$ cat src/design/spsm_pkg.sv
// ----------------------------------------------------------------------------
// spsm_pkg
// Shared types, codes and the control store of the sample-to-plot mapper.
// ----------------------------------------------------------------------------
package spsm_pkg;

  localparam int PLOT_WIDTH_DEF = 400;
  localparam int COL_W          = 11;
  localparam int CFG_ADDR_W     = 3;
  localparam int CFG_DATA_W     = 32;
  localparam int IN_TDATA_W     = 64;
  localparam int OUT_TDATA_W    = 56;
  localparam logic [31:0] HALF_Q32 = 32'h8000_0000;

  // Configuration register indexes
  typedef enum logic [CFG_ADDR_W-1:0] {
    REG_LEFT_X          = 3'd0,
    REG_BOTTOM_Y        = 3'd1,
    REG_TOP_Y           = 3'd2,
    REG_START_TIME      = 3'd3,
    REG_COLUMN_INTERVAL = 3'd4,
    REG_VALUE_OFFSET    = 3'd5,
    REG_PIXELS_PER_UNIT = 3'd6,
    REG_DRAW_MODE       = 3'd7
  } reg_idx_t;

  typedef enum logic [1:0] {
    ST_SEG    = 2'd0,
    ST_RANGE  = 2'd1,
    ST_EDGE   = 2'd2,
    ST_NOMODE = 2'd3
  } status_t;

  typedef struct packed {
    logic [11:0] left_x;
    logic [11:0] bottom_y;
    logic [11:0] top_y;
    logic [31:0] start_time;
    logic [19:0] column_interval;
    logic [31:0] value_offset;
    logic [31:0] pixels_per_unit;
    logic [2:0]  draw_mode;
  } cfg_t;

  typedef struct packed {
    status_t            status;
    logic [12:0]        seg_x1;
    logic [11:0]        seg_y1;
    logic [12:0]        seg_x2;
    logic signed [12:0] seg_y2;
  } result_t;

  // Sequencer steps
  typedef enum logic [2:0] {
    STEP_WAIT  = 3'd0,
    STEP_PREP  = 3'd1,
    STEP_MUL   = 3'd2,
    STEP_SCAN  = 3'd3,
    STEP_CHECK = 3'd4,
    STEP_EVAL  = 3'd5,
    STEP_EMIT  = 3'd6,
    STEP_EDGE  = 3'd7
  } step_t;

  // Datapath operations
  typedef enum logic [2:0] {
    ACT_LATCH = 3'd0,
    ACT_PREP  = 3'd1,
    ACT_MUL   = 3'd2,
    ACT_SCAN  = 3'd3,
    ACT_NONE  = 3'd4,
    ACT_EVAL  = 3'd5,
    ACT_EMIT  = 3'd6,
    ACT_EDGE  = 3'd7
  } act_t;

  // Branch and hold conditions
  typedef enum logic [2:0] {
    C_NEVER     = 3'd0,
    C_ALWAYS    = 3'd1,
    C_NO_INPUT  = 3'd2,
    C_DONE      = 3'd3,
    C_SCAN_MORE = 3'd4,
    C_PAST_EDGE = 3'd5,
    C_OUT_BUSY  = 3'd6
  } cond_t;

  typedef struct packed {
    act_t  act;
    cond_t hold;    // stay on this step while true
    cond_t jump;    // otherwise branch to target when true
    step_t target;
  } uword_t;

  typedef struct packed {
    act_t act;
    logic go;       // step completes this cycle
  } ctl_t;

  typedef struct packed {
    logic done;
    logic scan_more;
    logic past_edge;
  } dp_flags_t;

  // Control store: one word per step
  function automatic uword_t ucode(input step_t s);
    uword_t w;
    unique case (s)
      STEP_WAIT:  w = '{ACT_LATCH, C_NO_INPUT,  C_NEVER,     STEP_WAIT};
      STEP_PREP:  w = '{ACT_PREP,  C_NEVER,     C_DONE,      STEP_EDGE};
      STEP_MUL:   w = '{ACT_MUL,   C_NEVER,     C_NEVER,     STEP_WAIT};
      STEP_SCAN:  w = '{ACT_SCAN,  C_SCAN_MORE, C_NEVER,     STEP_WAIT};
      STEP_CHECK: w = '{ACT_NONE,  C_NEVER,     C_PAST_EDGE, STEP_EDGE};
      STEP_EVAL:  w = '{ACT_EVAL,  C_NEVER,     C_NEVER,     STEP_WAIT};
      STEP_EMIT:  w = '{ACT_EMIT,  C_OUT_BUSY,  C_ALWAYS,    STEP_WAIT};
      STEP_EDGE:  w = '{ACT_EDGE,  C_OUT_BUSY,  C_ALWAYS,    STEP_WAIT};
      default:    w = '{ACT_NONE,  C_NEVER,     C_ALWAYS,    STEP_WAIT};
    endcase
    return w;
  endfunction

endpackage

$ cat src/design/spsm_seq.sv
// ----------------------------------------------------------------------------
// spsm_seq
// Step counter and control store readout with hold and branch conditions.
// ----------------------------------------------------------------------------
module spsm_seq (
  input  logic                 clk,
  input  logic                 rst_n,
  input  logic                 in_valid,
  input  logic                 out_busy,
  input  spsm_pkg::dp_flags_t  flags,
  output logic                 in_ready,
  output spsm_pkg::ctl_t       ctl
);

  spsm_pkg::step_t  pc_r, pc_nxt;
  spsm_pkg::uword_t word;
  logic             hold, jump;

  function automatic logic cond_eval(input spsm_pkg::cond_t c, input logic iv,
                                     input logic ob, input spsm_pkg::dp_flags_t f);
    logic r;
    unique case (c)
      spsm_pkg::C_NEVER:     r = 1'b0;
      spsm_pkg::C_ALWAYS:    r = 1'b1;
      spsm_pkg::C_NO_INPUT:  r = !iv;
      spsm_pkg::C_DONE:      r = f.done;
      spsm_pkg::C_SCAN_MORE: r = f.scan_more;
      spsm_pkg::C_PAST_EDGE: r = f.past_edge;
      spsm_pkg::C_OUT_BUSY:  r = ob;
      default:               r = 1'b0;
    endcase
    return r;
  endfunction

  assign word = spsm_pkg::ucode(pc_r);
  assign hold = cond_eval(word.hold, in_valid, out_busy, flags);
  assign jump = cond_eval(word.jump, in_valid, out_busy, flags);

  // Next step
  always_comb begin
    if (hold) begin
      pc_nxt = pc_r;
    end else if (jump) begin
      pc_nxt = word.target;
    end else begin
      pc_nxt = spsm_pkg::step_t'(pc_r + 3'd1);
    end
  end

  // Outputs
  always_comb begin
    in_ready = (pc_r == spsm_pkg::STEP_WAIT);
    ctl.act  = word.act;
    ctl.go   = !hold;
  end

  always_ff @(posedge clk) begin
    if (!rst_n) begin
      pc_r <= spsm_pkg::STEP_WAIT;
    end else begin
      pc_r <= pc_nxt;
    end
  end

  a_accept_to_prep: assert property (@(posedge clk) disable iff (!rst_n)
    (in_ready && in_valid) |=> (pc_r == spsm_pkg::STEP_PREP))
    else $error("accepted item did not advance to prep step");

  a_emit_holds: assert property (@(posedge clk) disable iff (!rst_n)
    ((pc_r == spsm_pkg::STEP_EMIT || pc_r == spsm_pkg::STEP_EDGE) && out_busy)
      |=> (pc_r == $past(pc_r)))
    else $error("result step left while output register busy");

endmodule

$ cat src/design/spsm_dp.sv
// ----------------------------------------------------------------------------
// spsm_dp
// Datapath: column cursor, time and value arithmetic, previous point.
// ----------------------------------------------------------------------------
module spsm_dp #(
  parameter int PLOT_WIDTH = spsm_pkg::PLOT_WIDTH_DEF
) (
  input  logic                 clk,
  input  logic                 rst_n,
  input  spsm_pkg::ctl_t       ctl,
  input  spsm_pkg::cfg_t       cfg,
  input  logic                 in_new_series,
  input  logic [31:0]          in_time,
  input  logic [31:0]          in_value,
  output spsm_pkg::dp_flags_t  flags,
  output spsm_pkg::result_t    res,
  output logic                 res_load
);

  localparam logic [spsm_pkg::COL_W-1:0] PW = spsm_pkg::COL_W'(PLOT_WIDTH);

  logic [31:0]                time_r, time_nxt;
  logic [31:0]                value_r, value_nxt;
  logic [spsm_pkg::COL_W-1:0] col_r, col_nxt;
  logic                       done_r, done_nxt;
  logic                       pvalid_r, pvalid_nxt;
  logic [12:0]                px_r, px_nxt;
  logic [11:0]                py_r, py_nxt;
  logic [30:0]                prod_r, prod_nxt;
  logic [32:0]                diff_r, diff_nxt;
  logic [39:0]                ct_r, ct_nxt;
  logic [63:0]                p_r, p_nxt;
  logic                       bad_r, bad_nxt;
  logic [11:0]                rq_r, rq_nxt;

  logic [11:0] span;
  logic [43:0] rounded;
  logic [12:0] x_pix;
  logic [11:0] y_pix;
  logic [12:0] y_ext;
  logic        seg_ok;

  assign span    = cfg.bottom_y - cfg.top_y;
  assign rounded = {span, spsm_pkg::HALF_Q32} - p_r[43:0];
  assign x_pix   = {1'b0, cfg.left_x} + {2'b0, col_r};
  assign y_pix   = cfg.top_y + rq_r;
  assign y_ext   = {1'b0, y_pix};
  assign seg_ok  = !bad_r && (cfg.draw_mode[1:0] != 2'b00);

  always_comb begin
    flags.done      = done_r;
    flags.scan_more = (col_r < PW) && (ct_r < {8'b0, time_r});
    flags.past_edge = (col_r >= PW);
  end

  always_comb begin
    time_nxt   = time_r;
    value_nxt  = value_r;
    col_nxt    = col_r;
    done_nxt   = done_r;
    pvalid_nxt = pvalid_r;
    px_nxt     = px_r;
    py_nxt     = py_r;
    prod_nxt   = prod_r;
    diff_nxt   = diff_r;
    ct_nxt     = ct_r;
    p_nxt      = p_r;
    bad_nxt    = bad_r;
    rq_nxt     = rq_r;
    res        = '{spsm_pkg::ST_SEG, 13'd0, 12'd0, 13'd0, 13'sd0};
    res_load   = 1'b0;

    case (ctl.act)
      spsm_pkg::ACT_LATCH: begin
        if (ctl.go) begin
          time_nxt  = in_time;
          value_nxt = in_value;
          if (in_new_series) begin
            col_nxt    = '0;
            done_nxt   = 1'b0;
            pvalid_nxt = 1'b0;
            px_nxt     = '0;
            py_nxt     = '0;
          end
        end
      end
      spsm_pkg::ACT_PREP: begin
        prod_nxt = {20'b0, col_r} * {11'b0, cfg.column_interval};
        diff_nxt = {value_r[31], value_r} - {cfg.value_offset[31], cfg.value_offset};
      end
      spsm_pkg::ACT_MUL: begin
        ct_nxt = {8'b0, cfg.start_time} + {9'b0, prod_r};
        p_nxt  = {32'b0, diff_r[31:0]} * {32'b0, cfg.pixels_per_unit};
      end
      spsm_pkg::ACT_SCAN: begin
        // advance one column per cycle while held
        if (!ctl.go) begin
          col_nxt = col_r + spsm_pkg::COL_W'(1);
          ct_nxt  = ct_r + {20'b0, cfg.column_interval};
        end
      end
      spsm_pkg::ACT_EVAL: begin
        bad_nxt = diff_r[32] || (cfg.top_y > cfg.bottom_y)
                  || (p_r > {20'b0, span, 32'b0});
        rq_nxt  = rounded[43:32];
      end
      spsm_pkg::ACT_EMIT: begin
        res_load = ctl.go;
        if (bad_r) begin
          res.status = spsm_pkg::ST_RANGE;
        end else if (cfg.draw_mode[1:0] == 2'b00) begin
          res.status = spsm_pkg::ST_NOMODE;
        end else if (cfg.draw_mode[1]) begin
          res.seg_x1 = x_pix;
          res.seg_y1 = cfg.bottom_y;
          res.seg_x2 = x_pix;
          res.seg_y2 = cfg.draw_mode[2] ? y_ext - 13'd1 : y_ext;
        end else begin
          res.seg_x1 = pvalid_r ? px_r : x_pix;
          res.seg_y1 = pvalid_r ? py_r : y_pix;
          res.seg_x2 = x_pix;
          res.seg_y2 = y_ext;
        end
        if (ctl.go) begin
          col_nxt = col_r + spsm_pkg::COL_W'(1);
          if (seg_ok && cfg.draw_mode[0]) begin
            pvalid_nxt = 1'b1;
            px_nxt     = x_pix;
            py_nxt     = y_pix;
          end
        end
      end
      spsm_pkg::ACT_EDGE: begin
        res.status = spsm_pkg::ST_EDGE;
        res_load   = ctl.go;
        if (ctl.go) begin
          done_nxt = 1'b1;
        end
      end
      default: ;
    endcase
  end

  always_ff @(posedge clk) begin
    if (!rst_n) begin
      col_r    <= '0;
      done_r   <= 1'b0;
      pvalid_r <= 1'b0;
      px_r     <= '0;
      py_r     <= '0;
    end else begin
      col_r    <= col_nxt;
      done_r   <= done_nxt;
      pvalid_r <= pvalid_nxt;
      px_r     <= px_nxt;
      py_r     <= py_nxt;
    end
  end

  always_ff @(posedge clk) begin
    time_r  <= time_nxt;
    value_r <= value_nxt;
    prod_r  <= prod_nxt;
    diff_r  <= diff_nxt;
    ct_r    <= ct_nxt;
    p_r     <= p_nxt;
    bad_r   <= bad_nxt;
    rq_r    <= rq_nxt;
  end

  a_col_bound: assert property (@(posedge clk) disable iff (!rst_n)
    col_r <= PW)
    else $error("column cursor beyond plot width");

endmodule

$ cat src/design/sample_to_plot_segment_mapper_core.sv
// ----------------------------------------------------------------------------
// sample_to_plot_segment_mapper_core
// Steps: an accepted item is latched; the column time and the value offset
//   difference are prepared and multiplied; the cursor then skips columns, one
//   per cycle in the scan step, until the column time reaches the sample time
//   or the right edge; the edge is checked, the pixel evaluated and the result
//   emitted. Off the right edge, or for a finished series, an edge status is emitted.
// The single-step sequencer takes one item at a time; the next item is taken
//   while a result waits, but an emit step holds while that result is pending.
// Reset: rst_n synchronous, active low; clears cursor, previous point, the
//   output valid flag and loads configuration defaults.
// ----------------------------------------------------------------------------
module sample_to_plot_segment_mapper_core #(
  parameter int PLOT_WIDTH = spsm_pkg::PLOT_WIDTH_DEF
) (
  input  logic                                clk,
  input  logic                                rst_n,
  // input stream
  input  logic                                in_tvalid,
  output logic                                in_tready,
  input  logic [spsm_pkg::IN_TDATA_W-1:0]     in_tdata,   // sample_time, sample_value
  input  logic                                in_tuser,   // new_series
  // result stream
  output logic                                out_tvalid,
  input  logic                                out_tready,
  output logic [spsm_pkg::OUT_TDATA_W-1:0]    out_tdata,  // seg_x1, seg_y1, seg_x2, seg_y2
  output logic [1:0]                          out_tuser,  // status
  // configuration writes
  input  logic                                cfg_we,
  input  logic [spsm_pkg::CFG_ADDR_W-1:0]     cfg_addr,
  input  logic [spsm_pkg::CFG_DATA_W-1:0]     cfg_wdata
);

  spsm_pkg::cfg_t      cfg_r, cfg_nxt;
  spsm_pkg::ctl_t      ctl;
  spsm_pkg::dp_flags_t flags;
  spsm_pkg::result_t   res, out_res_r;
  logic                res_load;
  logic                out_valid_r;
  logic                out_busy;

  // --------------------------------------------------------------------------
  // Configuration bank: write one register per transfer, masked to its width.
  // --------------------------------------------------------------------------
  always_comb begin
    cfg_nxt = cfg_r;
    if (cfg_we) begin
      unique case (spsm_pkg::reg_idx_t'(cfg_addr))
        spsm_pkg::REG_LEFT_X:          cfg_nxt.left_x          = cfg_wdata[11:0];
        spsm_pkg::REG_BOTTOM_Y:        cfg_nxt.bottom_y        = cfg_wdata[11:0];
        spsm_pkg::REG_TOP_Y:           cfg_nxt.top_y           = cfg_wdata[11:0];
        spsm_pkg::REG_START_TIME:      cfg_nxt.start_time      = cfg_wdata;
        spsm_pkg::REG_COLUMN_INTERVAL: cfg_nxt.column_interval = cfg_wdata[19:0];
        spsm_pkg::REG_VALUE_OFFSET:    cfg_nxt.value_offset    = cfg_wdata;
        spsm_pkg::REG_PIXELS_PER_UNIT: cfg_nxt.pixels_per_unit = cfg_wdata;
        spsm_pkg::REG_DRAW_MODE:       cfg_nxt.draw_mode       = cfg_wdata[2:0];
        default: ;
      endcase
    end
  end

  always_ff @(posedge clk) begin
    if (!rst_n) begin
      cfg_r.left_x          <= 12'd0;
      cfg_r.bottom_y        <= 12'd0;
      cfg_r.top_y           <= 12'd0;
      cfg_r.start_time      <= 32'd0;
      cfg_r.column_interval <= 20'd300;
      cfg_r.value_offset    <= 32'd0;
      cfg_r.pixels_per_unit <= 32'd65536;
      cfg_r.draw_mode       <= 3'd1;
    end else begin
      cfg_r <= cfg_nxt;
    end
  end

  // --------------------------------------------------------------------------
  // Sequencer walks the control store; the datapath executes each word.
  // --------------------------------------------------------------------------
  assign out_busy = out_valid_r && !out_tready;

  spsm_seq u_seq (
    .clk      (clk),
    .rst_n    (rst_n),
    .in_valid (in_tvalid),
    .out_busy (out_busy),
    .flags    (flags),
    .in_ready (in_tready),
    .ctl      (ctl)
  );

  spsm_dp #(
    .PLOT_WIDTH (PLOT_WIDTH)
  ) u_dp (
    .clk           (clk),
    .rst_n         (rst_n),
    .ctl           (ctl),
    .cfg           (cfg_r),
    .in_new_series (in_tuser),
    .in_time       (in_tdata[31:0]),
    .in_value      (in_tdata[63:32]),
    .flags         (flags),
    .res           (res),
    .res_load      (res_load)
  );

  // --------------------------------------------------------------------------
  // Output register: hold the result until the transfer, so the sequencer
  // can go back and take the next item meanwhile.
  // --------------------------------------------------------------------------
  always_ff @(posedge clk) begin
    if (!rst_n) begin
      out_valid_r <= 1'b0;
    end else if (res_load) begin
      out_valid_r <= 1'b1;
    end else if (out_tready) begin
      out_valid_r <= 1'b0;
    end
  end

  always_ff @(posedge clk) begin
    if (res_load) begin
      out_res_r <= res;
    end
  end

  assign out_tvalid = out_valid_r;
  assign out_tuser  = out_res_r.status;
  assign out_tdata  = {5'b0, out_res_r.seg_y2, out_res_r.seg_x2,
                       out_res_r.seg_y1, out_res_r.seg_x1};

  a_load_when_free: assert property (@(posedge clk) disable iff (!rst_n)
    res_load |-> !out_busy)
    else $error("result loaded over a pending transfer");

  a_zero_unless_seg: assert property (@(posedge clk) disable iff (!rst_n)
    (out_tvalid && out_tuser != spsm_pkg::ST_SEG) |-> (out_tdata == '0))
    else $error("non-segment result carries coordinates");

endmodule
$ cat config.mk
export PLATFORM = sky130hd
export DESIGN_NAME = sample_to_plot_segment_mapper_core
export DESIGN_NICKNAME = d
export VERILOG_FILES = /design/src/design/spsm_pkg.sv /design/src/design/spsm_seq.sv /design/src/design/spsm_dp.sv /design/src/design/sample_to_plot_segment_mapper_core.sv
export SDC_FILE = /design/constraint.sdc
export NUM_CORES = 2
export LEC_CHECK = 0
export ABC_AREA = 1
export ABC_CLOCK_PERIOD_IN_PS = 16800
export BUFFER_PORTS_ARGS = -buffer_cell sky130_fd_sc_hd__buf_2
export CAP_MARGIN = 0
export CORE_MARGIN = 3
export CORE_UTILIZATION = 40
export CTS_BUF_LIST = sky130_fd_sc_hd__clkbuf_4
export CTS_CLUSTER_DIAMETER = 120
export CTS_CLUSTER_SIZE = 16
export DETAILED_ROUTE_END_ITERATION = 7
export MAX_ROUTING_LAYER = met4
export SYNTH_ARGS = -nofsm -noshare
export SYNTH_HDL_FRONTEND = slang
export SYNTH_HIERARCHICAL = 1
export SYNTH_SLANG_ARGS = --single-unit
$ cat constraint.sdc
create_clock -name clk -period 16.8 [get_ports clk]
set_input_delay 1.68 -clock clk [delete_from_list [all_inputs] [get_ports clk]]
set_output_delay 1.68 -clock clk [all_outputs]
set_load 0.02 [all_outputs]
== Word-level counts from Yosys, hierarchy flattened ==
Memories as Yosys holds them, arrays and structs flattened. A register that Yosys moved wholly into a read port is not among the register bits.
Cells that the tools add are included.
Word-level totals
  register bits after elaboration: 495
  ROM bits: 88
  input bits: 105
  output and inout port bits: 60
  logic and storage cells: 157
  memories: 1
Operators by class
  add/subtract/negate cells: 10
  multiply operators: 2
  $lt $le $gt $ge: 5
  eq/ne operators: 31
  multiplexer cells: 39
  bitwise operators: 4
  reduce and logical (&&, ||, !) cells: 36
Memories
  (name not given): depth 8, width 11, rd ports 1, clocked after memory_dff 1, write ports 0, RTL line spsm_pkg.sv:109  | unique case (s)
Operators with widths (number)
  $pmux W40 S2: 1
  $mux W13: 6
  $gt A64 B44 Y1: 1
  $mul A32 B32 Y64: 1
  $mux W12: 5
  $mux W51: 1
  $mux W11: 4
  $sub A44 B44 Y44: 1
  $add A40 B20 Y40: 1
  $lt A40 B32 Y1: 1
  $mux W40: 1
  $eq A3 B3 Y1 const B: 13
  $add A32 B31 Y33: 1
  $pmux W11 S3: 1
  $sub A32 B32 Y33: 1
  $mul A11 B20 Y31: 1
  $pmux W13 S2: 1
  $eq A3 B2 Y1 const B: 8
  $pmux W12 S2: 1
  $reduce_and A2 Y1: 10
  $add A12 B11 Y13: 1
  $sub A12 B1 Y13 const B: 1
  $add A12 B12 Y12: 1
  $eq A3 B1 Y1 const B: 4
  other kinds (27): 60

== Logic depth before layout (Yosys ltp) ==
  depth in word-level cells: 6
  mapped depth: 31
  mapped depth without buffers: 30

== Hierarchy ==
The synthesis kept the hierarchy.
By module, submodules not included
  spsm_dp: times used 1, cells an instance 8286, area an instance 62366.1 um^2, sequential area each 8117.8 um^2
  sample_to_plot_segment_mapper_core: times used 1, cells an instance 950, area an instance 7788.7 um^2, sequential area each 4714.5 um^2
  spsm_seq: times used 1, cells an instance 82, area an instance 669.4 um^2, sequential area each 240.2 um^2

== Worst setup path after synthesis ==
No wires, ideal clock.
  path type: reg-to-reg
  start: register u_dp.diff_r[17]
  end: register u_dp.p_r[59], data pin
  setup time: 0.252 ns
  arrival: 6.079 ns
  data required time: 16.548 ns
  slack: 10.469 ns
  cell stages (with the launch flop): 26
  buffers on the path: 1
  clock period less this slack: 6.331 ns
  cells stage by stage: edfxtp_1 -> clkbuf_1 -> nand2_1 -> fa_1 -> inv_1 -> fa_1 -> inv_1 -> fa_1 -> inv_1 -> fa_1 -> fa_1 -> inv_1 -> fa_1 -> fa_1 -> fa_1 -> inv_1 -> ha_1 -> nand2_1 -> nor2_1 -> nand2_1 -> nor2_1 -> nand2_1 -> nand3_1 -> nand3_1 -> nand3_1 -> nand2_1
On the way
  cells in the longest elaborated chain, start to end: 1
Ends and longest elaborated chain
  from (decl): RTL line spsm_dp.sv:30  | logic [32:0] diff_r, diff_nxt;
  from (signal assigned): RTL line spsm_dp.sv:164  | diff_r <= diff_nxt;
  $mul A32 B32 Y64: RTL line spsm_dp.sv:93  | p_nxt = {32'b0, diff_r[31:0]} * {32'b0, cfg.pixels_per_unit};
  to (signal assigned): RTL line spsm_dp.sv:166  | p_r <= p_nxt;
  to (decl): RTL line spsm_dp.sv:32  | logic [63:0] p_r, p_nxt;
Every way passes these cells.
A chain may end at the register's enable or synchronous reset.

== Worst setup path in the final report ==
  start: register u_dp.diff_r[17]
  end: register u_dp.p_r[42], data pin
Same word-level chain as after synthesis.

==> results.py <==
metrics = {
    "yosys": {
        "synth_cell_type_count": 56,
        "synth_edf_count": 298,
        "synth.top_cells.by_area": "fa_1 (30%), nand2_1 (13%), edfxtp_1 (13%)",
        "synth.avg_cell_area_um2": 7.60,
        "netlist_instances": 9318,
        "yosysSeqAreaShare": 0.185,
        "ys_async_sr_fraction": 0,
        "netlist_area_mm2": 0.0708,
        "yosys_most_used_dff": "edfxtp_1",
        "ys_seq_elements": 504,
        "yosys_warnings": 6,
        "synth_top_cell_by_area": "fa_1",
        "yosysTopAreaCellShare": 0.300,
    },
    "floorplanning": {
        "start_util": 0.405,
        "rows": 153,
        "die_area_mm2": 0.182,
        "die_w_um": 427,
        "die_height_um": 427,
        "io_pins": 165,
        "coreArea_mm2": 0.175,
    },
    "cts": {
        "clk_latency_ns": 0.99,
        "tritoncts": "yes",
        "cts.sinks": 504,
        "cts_root_buf": "clkbuf_4",
        "post_cts_buffers": 0,
        "numCtsBuffers": 39,
        "cts_resized": 0,
        "ctsHoldBuffers": 0,
        "htree_levels": 2,
        "clock_path_buffers": 3,
        "path_clk_slew_ns": 0.19,
    },
    "critical_path": {
        "cp-end-kind": "flop",
        "cpMaxStageDelayCell": "fa_1",
        "arrival_ns": 8.33,
        "crit_required_ns": 17.57,
        "critical_path_class": "flop to flop",
        "critPathLaunch": "u_dp/diff_r[17]",
        "cp_cell_sequence": "buf_4 -> nand2_1 -> fa_1 -> inv_1 -> fa_1 -> inv_1 -> fa_1 -> inv_1 -> fa_1 -> fa_1 -> fa_1 -> fa_1 -> fa_1 -> ha_1 -> a21oi_1 -> o21ai_0 -> a21oi_1 -> nand3_1 -> nand2_1 -> nand2_1 -> xor2_1",
        "slowest_delay_ns": 0.60,
        "start_kind": "flop",
        "rr_startpoint": "u_dp/diff_r[17]",
        "critPathMostFrequentCell": "fa_1",
        "crit_buf_inv": 4,
        "path_delay_family": "adder cells",
        "worstPathMaxFanout": 32,
    },
    "pwr": {
        "ir_drop_mv": 0.166,
        "power.total_mw": 10.2,
        "power.leakage_nw": 40.1,
        "power_density_mw_per_mm2": 137,
    },
    "timing": {
        "clock_skew_ns": 0.114,
        "slew_headroom": 0.211,
        "tightest_slew_ns": 1.18,
        "finalMaxSlewViolations": 0,
        "hold_viol": 0,
        "period_needed_ns": 7.55,
        "post-route-period-util": 0.450,
        "rsz0062_at_grt": "no",
        "setup_viol": 0,
        "max_freq_mhz": 132,
        "fin_setup_tns_ns": 0,
    },
    "grt": {
        "antenna_found_initial": 10,
        "track_usage": 0.257,
        "grt_pass1_vias": 60400,
        "grt-ovfl-total": 0,
        "grt_pass1_wl_mm": 353,
        "grt_max_degree": 85,
    },
    "place": {
        "routabilityCongestion": 0.973,
        "portBuffers": 159,
        "dp_hpwl_mm": 180,
    },
    "drt": {
        "routed_wl_mm": 225,
        "drtIter0Drc": 4739,
        "antenna_left": 0,
        "firstDrtPassIters": 6,
        "wire_per_inst_um": 19.3,
        "drc": 0,
        "viasPerCell": 5.04,
        "route.vias.total": 58800,
    },
    "layout": {
        "final_cell_mix": "nand2_1 (2,493), inv_1 (2,271), fa_1 (1,063), nor2_1 (731), ha_1 (507)",
        "final_layout_size_suffix_gt1_frac": 0.0412,
        "layout_commonest_cell": "nand2_1",
        "syn2layout_area_growth_pct": 5.30,
        "nNetsFinal": 11000,
    },
    "job": {
        "cap_violations": 0,
    },
    "worst_hold_path": {
        "holdCritStartpoint": "u_dp/px_r[0]",
        "hp-class": "flop to flop",
    },
    "outcome": {
        "status": "finished clean",
    },
}
-- path summary, 6_finish.rpt --
path / end / slack (ns) / depth (start not counted)
min: u_dp/px_r[0] / 0.48 / 2
max: u_dp/p_r[42] / 9.25 / 21
min reg2reg: u_dp/px_r[0] / 0.48 / 2
max reg2reg: u_dp/p_r[42] / 9.25 / 21
-- per-layer routing --
layer	track usage	vias up	routed length, µm
met5	-	-	0
met4	0.0562	0	5260
met3	0.0225	252	12400
met2	0.413	1769	105000
met1	0.355	29200	102000
li1	-	27600	-
-- registers in the layout, summed over array words and instances (netlist names), 13 cells and up --
| signal | flops |
|---|---|
| cfg_r | 155 |
| u_dp/p_r | 64 |
| out_tdata | 51 |
| u_dp/ct_r | 40 |
| u_dp/diff_r | 33 |
| u_dp/time_r | 32 |
| u_dp/value_r | 32 |
| u_dp/prod_r | 31 |
| u_dp/px_r | 13 |
-- Yosys cell counts, drive strengths merged, types with 18 or more instances --
cell / n
nand2: 2504
inv: 2283
fa: 1063
nor2: 750
ha: 507
nand3: 402
a21oi: 350
edfxtp: 298
clkbuf: 260
o21ai: 219
dfxtp: 206
xor2: 98
buf: 65
nor3: 64
nand4: 56
xnor2: 26
o21bai: 21
nor4: 19
nand3b: 18
o21a: 18
-- area by class of cell --
class	count	area, µm²
Fill cell	18100	100000
Multi-Input combinational cell	6208	47900
Sequential cell	504	13100
Inverter	2285	8580
Tap cell	2325	2910
Timing Repair Buffer	251	1490
Clock buffer	60	450
Clock inverter	10	131
Antenna cell	13	32.5
-- kinds of logic (layout without fill, tap and decap cells) --
family | Yosys count | count (layout) | synth area share
AOI/OAI and AO/OA | 682 | 682 | 0.0523
xor gates and xnor gates | 124 | 124 | 0.0153
adders and majority gates | 1570 | 1570 | 0.390
buffers and inverters | 2610 | 2606 | 0.140
DFF | 504 | 504 | 0.185
muxes | 1 | 1 | 0.000141
other | 1 | 18 | 0.0000529
and+or+nand+nor | 3826 | 3826 | 0.218
-- worst reg2reg max path, cell delays in order (launching register included) --
cell and delay, ns:
edfxtp_1 0.36, buf_4 0.42, nand2_1 0.23, fa_1 0.55, inv_1 0.05, fa_1 0.53, inv_1 0.06, fa_1 0.53
inv_1 0.05, fa_1 0.48, fa_1 0.60, fa_1 0.44, fa_1 0.52, fa_1 0.42, ha_1 0.40, a21oi_1 0.22
o21ai_0 0.16, a21oi_1 0.29, nand3_1 0.44, nand2_1 0.19, nand2_1 0.10, xor2_1 0.34
-- stage by stage --
stage               area, µm²  setup slack, ns  utilization  hold slack (ns)  cells
finish                  74600             9.25        0.426            0.478  11700
global placement        74000             9.34        0.423            0.449  11600
detailed placement      74000             9.35        0.423            0.457  11600
global route            74600             9.05        0.426            0.499  11700
floorplan               70800            10.47            -            0.440   9322
CTS                     74500             9.37        0.426            0.479  11600
-- where the power goes --
part	switching (mW)	total, mW	internal, mW
sequential	0.173	2.04	1.86
clock	0.467	0.679	0.212
combinational	5.19	7.51	2.33
total	5.83	10.2	4.40
No activity file was read; power rests on OpenSTA's default activity.
